`config.mk`:
```
export PLATFORM = sky130hd
export DESIGN_NAME = swap_permutation_generator_unit
export DESIGN_NICKNAME = d
export VERILOG_FILES = /design/src/design/spg_pkg.sv /design/src/design/spg_datapath.sv /design/src/design/spg_controller.sv /design/src/design/swap_permutation_generator_unit.sv
export VERILOG_INCLUDE_DIRS = /design/src /design/src/design
export SDC_FILE = /design/constraint.sdc
export NUM_CORES = 1
export LEC_CHECK = 0
export BUFFER_PORTS_ARGS = -buffer_cell sky130_fd_sc_hd__buf_2
export CAP_MARGIN = 15
export CORE_MARGIN = 2
export CORE_UTILIZATION = 53
export CTS_CLUSTER_DIAMETER = 80
export DETAILED_ROUTE_END_ITERATION = 10
export PLACE_DENSITY = 0.85
export SLEW_MARGIN = 30
export SYNTH_ARGS = -nofsm -noshare
export SYNTH_HDL_FRONTEND = slang
export SYNTH_SLANG_ARGS = --single-unit
```
`constraint.sdc`:
```
create_clock -name aclk -period 4.98 [get_ports aclk]
set_input_delay 0.996 -clock aclk [delete_from_list [all_inputs] [get_ports aclk]]
set_output_delay 0.996 -clock aclk [all_outputs]
set_load 0.02 [all_outputs]
```
`src/design/swap_permutation_generator_unit_macros.svh`:
```
// Assertion macros shared by the permutation generator modules.
`ifndef SWAP_PERMUTATION_GENERATOR_UNIT_MACROS_SVH
`define SWAP_PERMUTATION_GENERATOR_UNIT_MACROS_SVH

// Same-cycle implication, checked outside reset.
`define SPG_ASSERT_NOW(lbl, ante, cons) \
    lbl: assert property (@(posedge aclk) disable iff (!aresetn) (ante) |-> (cons)) \
        else $error("spg check failed");

// Next-cycle implication, checked outside reset.
`define SPG_ASSERT_NEXT(lbl, ante, cons) \
    lbl: assert property (@(posedge aclk) disable iff (!aresetn) (ante) |=> (cons)) \
        else $error("spg check failed");

`endif

```
`src/design/spg_pkg.sv`:
```
// Package with the types and constants of the swap permutation generator.
package spg_pkg;

    localparam int DEF_MAX_LEN     = 8;
    localparam int DEF_SYMBOL_BITS = 8;
    localparam int SYMBOLS_W       = 64;
    localparam int LENGTH_W        = 4;
    localparam int CFG_IDX_W       = 1;
    localparam int IN_DATA_W       = 8;

    // Configuration register indices.
    localparam logic [CFG_IDX_W-1:0] REG_SYMBOLS = 1'b0;
    localparam logic [CFG_IDX_W-1:0] REG_LENGTH  = 1'b1;

    typedef enum logic [2:0] {
        ST_IDLE,
        ST_LOAD,
        ST_UNDO,
        ST_REDO,
        ST_WRAP,
        ST_EMIT
    } spg_state_t;

    // Commands from the controller to the datapath.
    typedef struct packed {
        logic load;     // reload the string and reset the level stack
        logic undo;     // undo the swap at the current level
        logic up;       // step one level up after an exhausted level
        logic redo;     // apply the next swap and descend below
        logic wrap;     // enumeration finished, descend from level zero
        logic capture;  // copy the working string into the output register
    } spg_cmd_t;

    // Status from the datapath to the controller.
    typedef struct packed {
        logic started;  // a string has been loaded since the last length write
        logic more;     // the current level has another swap partner
        logic top;      // the current level is level zero
        logic out_busy; // a result beat is held and not taken this cycle
    } spg_status_t;

endpackage

```
`src/design/spg_datapath.sv`:
```
// Datapath: configuration, working string, level stack and output register.
`include "swap_permutation_generator_unit_macros.svh"

module spg_datapath #(
    parameter int MAX_LEN     = spg_pkg::DEF_MAX_LEN,
    parameter int SYMBOL_BITS = spg_pkg::DEF_SYMBOL_BITS
) (
    input  logic                           aclk,
    input  logic                           aresetn,
    input  logic                           cfg_wr_en,
    input  logic [spg_pkg::CFG_IDX_W-1:0]  cfg_wr_index,
    input  logic [spg_pkg::SYMBOLS_W-1:0]  cfg_wr_data,
    input  spg_pkg::spg_cmd_t              cmd,
    output spg_pkg::spg_status_t           status,
    output logic                           m_tvalid,
    input  logic                           m_tready,
    output logic [spg_pkg::SYMBOLS_W-1:0]  m_tdata,
    output logic                           m_tlast
);
    import spg_pkg::*;

    localparam int LVL_W = (MAX_LEN > 1) ? $clog2(MAX_LEN) : 1;
    localparam int CNT_W = $clog2(MAX_LEN + 1);

    logic [SYMBOLS_W-1:0]   symbols_reg;
    logic [LENGTH_W-1:0]    length_reg;
    logic                   started_reg, started_next;
    logic [SYMBOL_BITS-1:0] order_reg [MAX_LEN];
    logic [SYMBOL_BITS-1:0] order_next [MAX_LEN];
    logic [LVL_W-1:0]       lvl_idx_reg [MAX_LEN];
    logic [LVL_W-1:0]       lvl_idx_next [MAX_LEN];
    logic [LVL_W-1:0]       lv_reg, lv_next;
    logic [LVL_W-1:0]       nidx_reg, nidx_next;
    logic [SYMBOLS_W-1:0]   out_data_reg;
    logic                   out_last_reg;
    logic                   out_valid_reg, out_valid_next;

    logic [CNT_W-1:0]       n_eff;
    logic [LVL_W-1:0]       n_m1;
    logic [LVL_W-1:0]       cur_idx, clamp_idx, partner;
    logic [CNT_W-1:0]       idx_inc;
    logic [SYMBOL_BITS-1:0] sym_lv, sym_partner;
    logic [SYMBOLS_W-1:0]   packed_w;
    logic                   last_w;

    // Effective length: zero counts as one, large values saturate.
    always_comb begin
        if (length_reg == '0) begin
            n_eff = CNT_W'(1);
        end else if (length_reg > LENGTH_W'(MAX_LEN)) begin
            n_eff = CNT_W'(MAX_LEN);
        end else begin
            n_eff = CNT_W'(length_reg);
        end
        n_m1 = LVL_W'(n_eff - CNT_W'(1));
    end

    always_comb begin
        cur_idx = lvl_idx_reg[lv_reg];
        if (CNT_W'(cur_idx) >= n_eff || cur_idx < lv_reg) begin
            clamp_idx = lv_reg;
        end else begin
            clamp_idx = cur_idx;
        end
        idx_inc     = CNT_W'(clamp_idx) + CNT_W'(1);
        partner     = cmd.redo ? nidx_reg : clamp_idx;
        sym_lv      = order_reg[lv_reg];
        sym_partner = order_reg[partner];
    end

    assign status.started  = started_reg;
    assign status.more     = idx_inc < n_eff;
    assign status.top      = lv_reg == '0;
    assign status.out_busy = out_valid_reg && !m_tready;

    always_comb begin
        packed_w = '0;
        last_w   = 1'b1;
        for (int k = 0; k < MAX_LEN; k++) begin
            if (CNT_W'(k) < n_eff) begin
                packed_w[k*SYMBOL_BITS +: SYMBOL_BITS] = order_reg[k];
                if (lvl_idx_reg[k] != n_m1) begin
                    last_w = 1'b0;
                end
            end
        end
    end

    always_comb begin
        started_next   = started_reg;
        lv_next        = lv_reg;
        nidx_next      = nidx_reg;
        out_valid_next = out_valid_reg && !m_tready;
        for (int k = 0; k < MAX_LEN; k++) begin
            order_next[k]   = order_reg[k];
            lvl_idx_next[k] = lvl_idx_reg[k];
        end
        if (cfg_wr_en && cfg_wr_index == REG_LENGTH) begin
            started_next = 1'b0;
        end
        if (cmd.load) begin
            started_next = 1'b1;
            lv_next      = n_m1;
            for (int k = 0; k < MAX_LEN; k++) begin
                lvl_idx_next[k] = LVL_W'(k);
                if (CNT_W'(k) < n_eff) begin
                    order_next[k] = symbols_reg[k*SYMBOL_BITS +: SYMBOL_BITS];
                end else begin
                    order_next[k] = '0;
                end
            end
        end
        if (cmd.undo || cmd.redo) begin
            for (int k = 0; k < MAX_LEN; k++) begin
                if (LVL_W'(k) == lv_reg) begin
                    order_next[k] = sym_partner;
                end else if (LVL_W'(k) == partner) begin
                    order_next[k] = sym_lv;
                end
            end
        end
        if (cmd.undo) begin
            nidx_next = LVL_W'(idx_inc);
        end
        if (cmd.up) begin
            lv_next = lv_reg - LVL_W'(1);
        end
        if (cmd.redo) begin
            lvl_idx_next[lv_reg] = nidx_reg;
            for (int k = 0; k < MAX_LEN; k++) begin
                if (LVL_W'(k) > lv_reg) begin
                    lvl_idx_next[k] = LVL_W'(k);
                end
            end
            lv_next = n_m1;
        end
        if (cmd.wrap) begin
            for (int k = 0; k < MAX_LEN; k++) begin
                lvl_idx_next[k] = LVL_W'(k);
            end
            lv_next = n_m1;
        end
        if (cmd.capture) begin
            out_valid_next = 1'b1;
        end
    end

    always_ff @(posedge aclk) begin
        if (!aresetn) begin
            symbols_reg   <= '0;
            length_reg    <= LENGTH_W'(1);
            started_reg   <= 1'b0;
            lv_reg        <= '0;
            out_valid_reg <= 1'b0;
            for (int k = 0; k < MAX_LEN; k++) begin
                lvl_idx_reg[k] <= '0;
            end
        end else begin
            if (cfg_wr_en && cfg_wr_index == REG_SYMBOLS) begin
                symbols_reg <= cfg_wr_data;
            end
            if (cfg_wr_en && cfg_wr_index == REG_LENGTH) begin
                length_reg <= cfg_wr_data[LENGTH_W-1:0];
            end
            started_reg   <= started_next;
            lv_reg        <= lv_next;
            out_valid_reg <= out_valid_next;
            for (int k = 0; k < MAX_LEN; k++) begin
                lvl_idx_reg[k] <= lvl_idx_next[k];
            end
        end
    end

    always_ff @(posedge aclk) begin
        nidx_reg <= nidx_next;
        for (int k = 0; k < MAX_LEN; k++) begin
            order_reg[k] <= order_next[k];
        end
        if (cmd.capture) begin
            out_data_reg <= packed_w;
            out_last_reg <= last_w;
        end
    end

    assign m_tvalid = out_valid_reg;
    assign m_tdata  = out_data_reg;
    assign m_tlast  = out_last_reg;

    `SPG_ASSERT_NOW(a_level_in_range, started_reg, CNT_W'(lv_reg) < n_eff)
    `SPG_ASSERT_NEXT(a_load_marks_started, cmd.load, started_reg)
    `SPG_ASSERT_NEXT(a_capture_sets_valid, cmd.capture, out_valid_reg)

endmodule

```
`src/design/spg_controller.sv`:
```
// Controller state machine sequencing reload, backtrack and redescend.
`include "swap_permutation_generator_unit_macros.svh"

module spg_controller (
    input  logic                  aclk,
    input  logic                  aresetn,
    input  logic                  s_tvalid,
    output logic                  s_tready,
    input  logic                  restart,
    input  spg_pkg::spg_status_t  status,
    output spg_pkg::spg_cmd_t     cmd
);
    import spg_pkg::*;

    spg_state_t state_reg, state_next;

    always_ff @(posedge aclk) begin
        if (!aresetn) begin
            state_reg <= ST_IDLE;
        end else begin
            state_reg <= state_next;
        end
    end

    always_comb begin
        state_next = state_reg;
        cmd        = '0;
        s_tready   = 1'b0;
        case (state_reg)
            ST_IDLE: begin
                s_tready = 1'b1;
                if (s_tvalid) begin
                    if (restart || !status.started) begin
                        state_next = ST_LOAD;
                    end else begin
                        state_next = ST_UNDO;
                    end
                end
            end
            ST_LOAD: begin
                cmd.load   = 1'b1;
                state_next = ST_EMIT;
            end
            ST_UNDO: begin
                cmd.undo = 1'b1;
                if (status.more) begin
                    state_next = ST_REDO;
                end else if (status.top) begin
                    state_next = ST_WRAP;
                end else begin
                    cmd.up = 1'b1;
                end
            end
            ST_REDO: begin
                cmd.redo   = 1'b1;
                state_next = ST_EMIT;
            end
            ST_WRAP: begin
                cmd.wrap   = 1'b1;
                state_next = ST_EMIT;
            end
            ST_EMIT: begin
                if (!status.out_busy) begin
                    cmd.capture = 1'b1;
                    state_next  = ST_IDLE;
                end
            end
            default: begin
                state_next = ST_IDLE;
            end
        endcase
    end

    `SPG_ASSERT_NEXT(a_busy_after_accept, s_tvalid && s_tready, !s_tready)
    `SPG_ASSERT_NOW(a_one_major_cmd, 1'b1,
        $onehot0({cmd.load, cmd.undo, cmd.redo, cmd.wrap, cmd.capture}))
    `SPG_ASSERT_NOW(a_up_only_when_exhausted, cmd.up, cmd.undo && !status.more && !status.top)

endmodule

```
`src/design/swap_permutation_generator_unit.sv`:
```
// Top level of the swap permutation generator: controller plus datapath.
//
//  Channel   Direction  Ports                          Beat contents
//  -------   ---------  -----------------------------  ---------------------------------
//  request   in         s_tvalid s_tready s_tdata      bit 0 restart, bits 7:1 zero
//  result    out        m_tvalid m_tready m_tdata      arrangement (64 bits)
//                       m_tlast                        last permutation of the listing
//  config    in         cfg_wr_en cfg_wr_index         index 0 symbols, index 1 length
//                       cfg_wr_data
//
// A request beat that reloads the string goes through the load step and then the
// loading of the output register. A request for the next ordering goes through
// the undo state, which undoes one level's swap per cycle while it backtracks up
// the level stack, then the next swap and redescent (or the wrap once level zero
// is exhausted), then the loading of the output register. Reset is synchronous and
// active low; it resets the configuration, the level stack and the control state,
// and the first request after it always reloads the string. The output register
// lets the next request be taken while a result beat waits; a stalled result holds
// the machine only when the following result is ready to be stored.
module swap_permutation_generator_unit #(
    parameter int MAX_LEN     = spg_pkg::DEF_MAX_LEN,
    parameter int SYMBOL_BITS = spg_pkg::DEF_SYMBOL_BITS
) (
    input  logic                           aclk,
    input  logic                           aresetn,
    // Configuration write port.
    input  logic                           cfg_wr_en,
    input  logic [spg_pkg::CFG_IDX_W-1:0]  cfg_wr_index,
    input  logic [spg_pkg::SYMBOLS_W-1:0]  cfg_wr_data,
    // Request channel.
    input  logic                           s_tvalid,
    output logic                           s_tready,
    input  logic [spg_pkg::IN_DATA_W-1:0]  s_tdata,   // bit 0: restart; rest zero fill
    // Result channel.
    output logic                           m_tvalid,
    input  logic                           m_tready,
    output logic [spg_pkg::SYMBOLS_W-1:0]  m_tdata,   // bits 63:0: arrangement
    output logic                           m_tlast
);
    import spg_pkg::*;

    spg_cmd_t    cmd;
    spg_status_t status;

    // The controller decides the sequence of steps; the restart flag is only
    // looked at in the cycle the request beat is accepted.
    spg_controller u_ctrl (
        .aclk     (aclk),
        .aresetn  (aresetn),
        .s_tvalid (s_tvalid),
        .s_tready (s_tready),
        .restart  (s_tdata[0]),
        .status   (status),
        .cmd      (cmd)
    );

    // The datapath holds the working string, the per-level swap indices and the
    // result register, and carries out the commands that the controller issues.
    spg_datapath #(
        .MAX_LEN     (MAX_LEN),
        .SYMBOL_BITS (SYMBOL_BITS)
    ) u_dp (
        .aclk         (aclk),
        .aresetn      (aresetn),
        .cfg_wr_en    (cfg_wr_en),
        .cfg_wr_index (cfg_wr_index),
        .cfg_wr_data  (cfg_wr_data),
        .cmd          (cmd),
        .status       (status),
        .m_tvalid     (m_tvalid),
        .m_tready     (m_tready),
        .m_tdata      (m_tdata),
        .m_tlast      (m_tlast)
    );

endmodule

```
==> results of run 1 <==
-- cell type report --
type                            instances  share of cell area
Clock inverter                         16              0.0118
Inverter                               16             0.00488
Sequential cell                       235               0.389
Clock buffer                           28              0.0445
Multi-Input combinational cell        966               0.449
Antenna cell                            1            0.000181
Timing Repair Buffer                  181              0.0749
Tap cell                              285              0.0258
-- timing repair --
action / CTS / global route
gates resized for setup: 0 / 5
setup buffers: 0 / 1
setup endpoints to repair: 0 / 15
-- where the power goes --
| part | switching, mW | internal, mW |
|---|---|---|
| registers | 0.420 | 2.30 |
| clock network | 0.767 | 1.04 |
| logic | 1.80 | 0.985 |
-- worst max-delay path: cells and delay by family (launching register included) --
| family | cells | cell delay (ps) |
|---|---|---|
| compound gates | 4 | 1210 |
| xor+xnor | 1 | 220 |
| fa+ha+maj | 3 | 690 |
| buf+inv | 2 | 250 |
| flops | 1 | 420 |
| mux | 4 | 1620 |
| simple gates | 3 | 340 |
-- per-layer routing --
metal	vias to the layer above	track usage	part of all wire
met5	-	0.00414	0.00030
met4	2	0.138	0.049
met3	165	0.101	0.16
met2	896	0.473	0.41
met1	5321	0.454	0.38
li1	5115	-	-
-- synthesized netlist by cell type, types with 15 or more instances --
master / n / area, um^2
edfxtp_1: 68 / 2040
o21ai_0: 36 / 180
nor2_1: 66 / 248
mux2_2: 16 / 180
o221ai_1: 29 / 254
clkbuf_1: 79 / 297
nand3_1: 45 / 225
a21oi_1: 141 / 706
mux2i_1: 21 / 210
nor3_1: 29 / 145
nand2_1: 224 / 841
dfxtp_1: 167 / 3340
a31oi_1: 18 / 113
and3_1: 47 / 294
a222oi_1: 18 / 180
mux4_2: 15 / 338
and2_1: 42 / 263
a22oi_1: 22 / 165
nor2b_1: 18 / 113
-- final timing paths --
kind                                       endpoint  cells past startpoint                         startpoint
setup reg to reg                               flop                     17                               flop
hold reg to reg   u_dp.symbols_reg[32]$_SDFFE_PN0P_                      2  u_dp.symbols_reg[32]$_SDFFE_PN0P_
setup / recovery                               flop                     17                               flop
hold / removal    u_dp.symbols_reg[32]$_SDFFE_PN0P_                      2  u_dp.symbols_reg[32]$_SDFFE_PN0P_
-- through the flow --
step           worst slack [ps]  instances
2_1_floorplan               100       1315
3_3_place_gp                163       1681
3_5_place_dp               73.4       1681
4_1_cts                    46.5       1725
5_1_grt                    33.1       1727
6_report                    138       1728
-- cells by family (layout without fill, tap and decap cells) --
| kind of cell | after synthesis | after routing | share of synthesized area |
|---|---|---|---|
| multiplexers | 60 | 60 | 0.0769 |
| flip-flops | 235 | 235 | 0.448 |
| AO/OA/AOI/OAI | 382 | 382 | 0.219 |
| XOR/XNOR | 13 | 13 | 0.00948 |
| AND/OR/NAND/NOR | 497 | 497 | 0.192 |
| other | 0 | 1 | 0 |
| adder cells (fa/ha/maj) | 14 | 14 | 0.0146 |
| buffers and inverters | 114 | 241 | 0.0394 |
==> results.sh, run 1 <==
export IMPL_outcome="complete, no violations"
export IMPL_worst_slew_pin_slew_ps=931
export IMPL_cp_required_ps=5430
export IMPL_floorplan_initialDensity=0.535
export IMPL_antenna_found_initial=1
export IMPL_dr_first_iter_drc_count=1744
export IMPL_syn2layout_area_growth_pct=15.3
export IMPL_routed_wl_mm=40.1
export IMPL_critPathMaxStageDelay_ps=600
export IMPL_ys_types=70
export IMPL_cts_buffer_depth=3
export IMPL_synth_area_um2=12000
export IMPL_antenna_left=0
export IMPL_placed_area_um2=13000
export IMPL_path_clk_slew_ps=70
export IMPL_mostFrequentLayoutCells="224 x nand2_1, 165 x dfxtp_1, 139 x a21oi_1"
export IMPL_fin_skew_ps=13.6
export IMPL_crit_path_top_delay_cell="mux4_1"
export IMPL_min_period_ps=4840
export IMPL_path_max_fanout=5
export IMPL_num_vias=11499
export IMPL_core_um2=22400
export IMPL_chipHeight_um=155
export IMPL_cp_end_kind="flop"
export IMPL_cp_cell_sequence="mux4_1 > mux2_4 > ha_1 > a211o_1 > a221oi_4 > mux2i_4 > inv_8 > ha_1 > xnor2_1 > ha_1 > o21a_1 > nor2_1 > a2111oi_1 > buf_4 > and2_1 > mux2_2 > nor2_2"
export IMPL_fin_area_um2=13800
export IMPL_viasPerCell=6.65
export IMPL_io_buffers=137
export IMPL_finalPower_mw=7.31
export IMPL_hp_class="flop to flop"
export IMPL_grt_pass1_wl_mm=60.9
export IMPL_crit_top_cell="ha_1"
export IMPL_clock_latency_ps=530
export IMPL_synthFlopType="dfxtp_1"
export IMPL_layout_commonest_cell="nand2_1"
export IMPL_drt_wirelength_per_cell_um=23.2
export IMPL_grt_use_total=0.327
export IMPL_fill_cells=1883
export IMPL_setup_viol=0
export IMPL_cts_root_buf="clkbuf_16"
export IMPL_grt_pass1_vias=10605
export IMPL_fin_util=0.617
export IMPL_syn_area_per_cell_um2=9.13
export IMPL_nets=1516
export IMPL_grt_overflow=0
export IMPL_die_area_um2=23900
export IMPL_drive_gt1_frac=0.194
export IMPL_drt_pass1_iter_count=8
export IMPL_cts_inserted_buffers=24
export IMPL_fmax_mhz=207
export IMPL_ys_ff_latch=235
export IMPL_ys_seq_area_frac=0.448
export IMPL_cts_tree="done"
export IMPL_multi_input_area_um2=6210
export IMPL_rsz0062_at_grt="no"
export IMPL_setup_tns_ps=0
export IMPL_grt_start_max_net_pins=71
export IMPL_die_w_um=155
export IMPL_synthArstFlopShare=0
export IMPL_powerDensity_nw_per_um2=528
export IMPL_power_leakage_nw=5.43
export IMPL_seqCellArea_um2=5390
export IMPL_start_kind="flop"
export IMPL_yosysWarnings=0
export IMPL_drv_slew=0
export IMPL_ir_drop_mv=0.263
export IMPL_cap_viol_max_count=0
export IMPL_clock_sinks=235
export IMPL_cp_arrival_ps=5300
export IMPL_hold_ws_ps=455
export IMPL_criticalPathCategory="flop to flop"
export IMPL_rows=55
export IMPL_r2r_slack_ps=140
export IMPL_gp_congestion=1.05
export IMPL_finalHoldViolCount=0
export IMPL_fin_crit_sh=0.972
export IMPL_holdBufCountCts=0
export IMPL_io_pins=145
export IMPL_synth_cells=1315
export IMPL_synth_edf_count=68
export IMPL_h_tree_depth=1
export IMPL_drc_errors=0
export IMPL_dp_hpwl_mm=28.5
export IMPL_max_slew_margin_rel=0.375
export IMPL_syn_nets=1407
No activity file was read; power rests on OpenSTA's default activity.
==> run 2: changes to the inputs <==
--- a/config.mk
+++ b/config.mk
@@ -6,13 +6,14 @@
 export SDC_FILE = /design/constraint.sdc
 export NUM_CORES = 1
 export LEC_CHECK = 0
-export BUFFER_PORTS_ARGS = -buffer_cell sky130_fd_sc_hd__buf_2
+export BUFFER_PORTS_ARGS = -buffer_cell sky130_fd_sc_hd__buf_4
 export CAP_MARGIN = 15
 export CORE_MARGIN = 2
 export CORE_UTILIZATION = 53
 export CTS_CLUSTER_DIAMETER = 80
 export DETAILED_ROUTE_END_ITERATION = 10
 export PLACE_DENSITY = 0.85
+export REMOVE_ABC_BUFFERS = 1
 export SLEW_MARGIN = 30
 export SYNTH_ARGS = -nofsm -noshare
 export SYNTH_HDL_FRONTEND = slang
==> run 2 against run 1 <==
Register-to-register slack improved by 60 ps. Combinational power grew 3%. Sequential share of layout area decreased by 1.4 points. Total power grew 4.3%. Hold slack lost 4.4 ps. Design area grew 3.7%. Setup slack improved by 59 ps. Wire length increased by 4.7%. Critical path type unchanged. Sequential power hardly changed. Critical path depth down 1. Global-route usage increased by 1.1 points.
==> results.sh, run 2 (synthesis gave the netlist of run 1 again) <==
export IMPL_setup_viol=0
export IMPL_ir_drop_mv=0.302
export IMPL_cts_root_buf="clkbuf_16"
export IMPL_min_period_ps=4780
export IMPL_start_kind="flop"
export IMPL_cts_buffer_depth=3
export IMPL_worst_slew_pin_slew_ps=1000
export IMPL_hp_class="flop to flop"
export IMPL_num_vias=11581
export IMPL_fin_skew_ps=17.7
export IMPL_outcome="complete, no violations"
export IMPL_antenna_left=0
export IMPL_rsz0062_at_grt="no"
export IMPL_drt_pass1_iter_count=6
export IMPL_layout_cells_non_filler=1733
export IMPL_finalHoldViolCount=0
export IMPL_criticalPathCategory="flop to flop"
export IMPL_mostFrequentLayoutCells="224 x nand2_1, 182 x buf_4, 165 x dfxtp_1"
export IMPL_dpl_cell_count=1686
export IMPL_cts_tree="done"
export IMPL_powerDensity_nw_per_um2=531
export IMPL_path_max_fanout=5
export IMPL_grt_start_max_net_pins=65
export IMPL_pre_cts_ws_ps=132
export IMPL_cap_viol_max_count=0
export IMPL_h_tree_depth=1
export IMPL_grt_use_total=0.339
export IMPL_chipHeight_um=155
export IMPL_max_slew_margin_rel=0.332
export IMPL_grt_pass1_wl_mm=62.6
export IMPL_r2r_slack_ps=200
export IMPL_io_buffers=137
export IMPL_die_area_um2=23900
export IMPL_syn2layout_area_growth_pct=19.5
export IMPL_cts_inserted_buffers=25
export IMPL_grt_pass1_vias=10502
export IMPL_post_cts_setup_buffers=0
export IMPL_io_pins=145
export IMPL_dp_hpwl_mm=30.0
export IMPL_drt_wirelength_per_cell_um=24.2
export IMPL_antenna_found_initial=0
export IMPL_drv_slew=0
export IMPL_clock_sinks=235
export IMPL_drive_gt1_frac=0.199
export IMPL_core_um2=22400
export IMPL_hold_ws_ps=451
export IMPL_cp_arrival_ps=5230
export IMPL_fill_cells=1835
export IMPL_fin_crit_sh=0.961
export IMPL_nets=1521
export IMPL_layout_commonest_cell="nand2_1"
export IMPL_cp_end_kind="flop"
export IMPL_routed_wl_mm=42.0
export IMPL_grt_overflow=0
export IMPL_fin_ws_ps=197
export IMPL_viasPerCell=6.68
export IMPL_clock_latency_ps=540
export IMPL_power_leakage_nw=5.66
export IMPL_fin_util=0.640
export IMPL_cp_required_ps=5430
export IMPL_path_clk_slew_ps=60
export IMPL_fmax_mhz=209
export IMPL_die_w_um=155
export IMPL_drc_errors=0
export IMPL_floorplan_initialDensity=0.535
export IMPL_gp_congestion=1.02
export IMPL_dr_first_iter_drc_count=1387
export IMPL_rows=55
export IMPL_antenna_cells=0
run 2: layer usage:
metal / GRT usage / up-vias / share of wire
met5: 0.0124 / - / 0
met4: 0.118 / 0 / 0.036
met3: 0.0759 / 112 / 0.13
met2: 0.510 / 817 / 0.43
met1: 0.481 / 5510 / 0.41
li1: - / 5142 / -
run 2: worst max-delay path, stage by stage, from the launching register on:
cell	delay (ps)
dfxtp_2	430
mux4_1	570
mux2_4	310
ha_1	300
a211o_1	330
a221oi_4	350
mux2i_4	360
inv_8	40
ha_1	190
xnor2_1	220
ha_1	220
o21a_1	140
nor2_1	60
a2111oi_1	430
and2_1	280
mux2_2	350
nor2_1	130
run 2: cell type report:
class / instances / area (um^2) / share of cell area
Clock buffer: 34 / 752 / 0.0524
Multi-Input combinational cell: 966 / 6190 / 0.431
Timing Repair Buffer: 185 / 1430 / 0.0993
Tap cell: 285 / 357 / 0.0248
Sequential cell: 235 / 5390 / 0.375
Inverter: 16 / 67.6 / 0.00471
Clock inverter: 12 / 171 / 0.0119
run 2: final timing paths:
path	from	to	depth (start not counted)
worst max-delay path	flop	flop	16
worst min-delay path	u_dp.symbols_reg[29]$_SDFFE_PN0P_	u_dp.symbols_reg[29]$_SDFFE_PN0P_	2
worst max register to register	flop	flop	16
worst min register to register	u_dp.symbols_reg[29]$_SDFFE_PN0P_	u_dp.symbols_reg[29]$_SDFFE_PN0P_	2
run 2: where the power goes:
part / leakage [nW] / internal, mW / total [mW] / switching (mW)
clock: 0.450 / 1.27 / 2.07 / 0.799
combinational: 3.21 / 1.06 / 2.86 / 1.80
sequential: 2.00 / 2.30 / 2.70 / 0.396
total: 5.66 / 4.63 / 7.63 / 2.99
run 2: what timing repair did:
action                                  in CTS  in global routing
hold buffers                                 0                  0
resized for setup                            0                  4
endpoints found under the setup margin       0                  9
run 2: through the flow:
stage / setup TNS [ps] / power [mW] / cell area, um^2
global placement: 0 / 5.36 / 13400
CTS: 0 / 7.47 / 14300
detailed placement: 0 / 5.42 / 13400
floorplan: -2740 / 4.31 / 11600
finish: 0 / 7.63 / 14400
global route: 0 / 7.87 / 14400
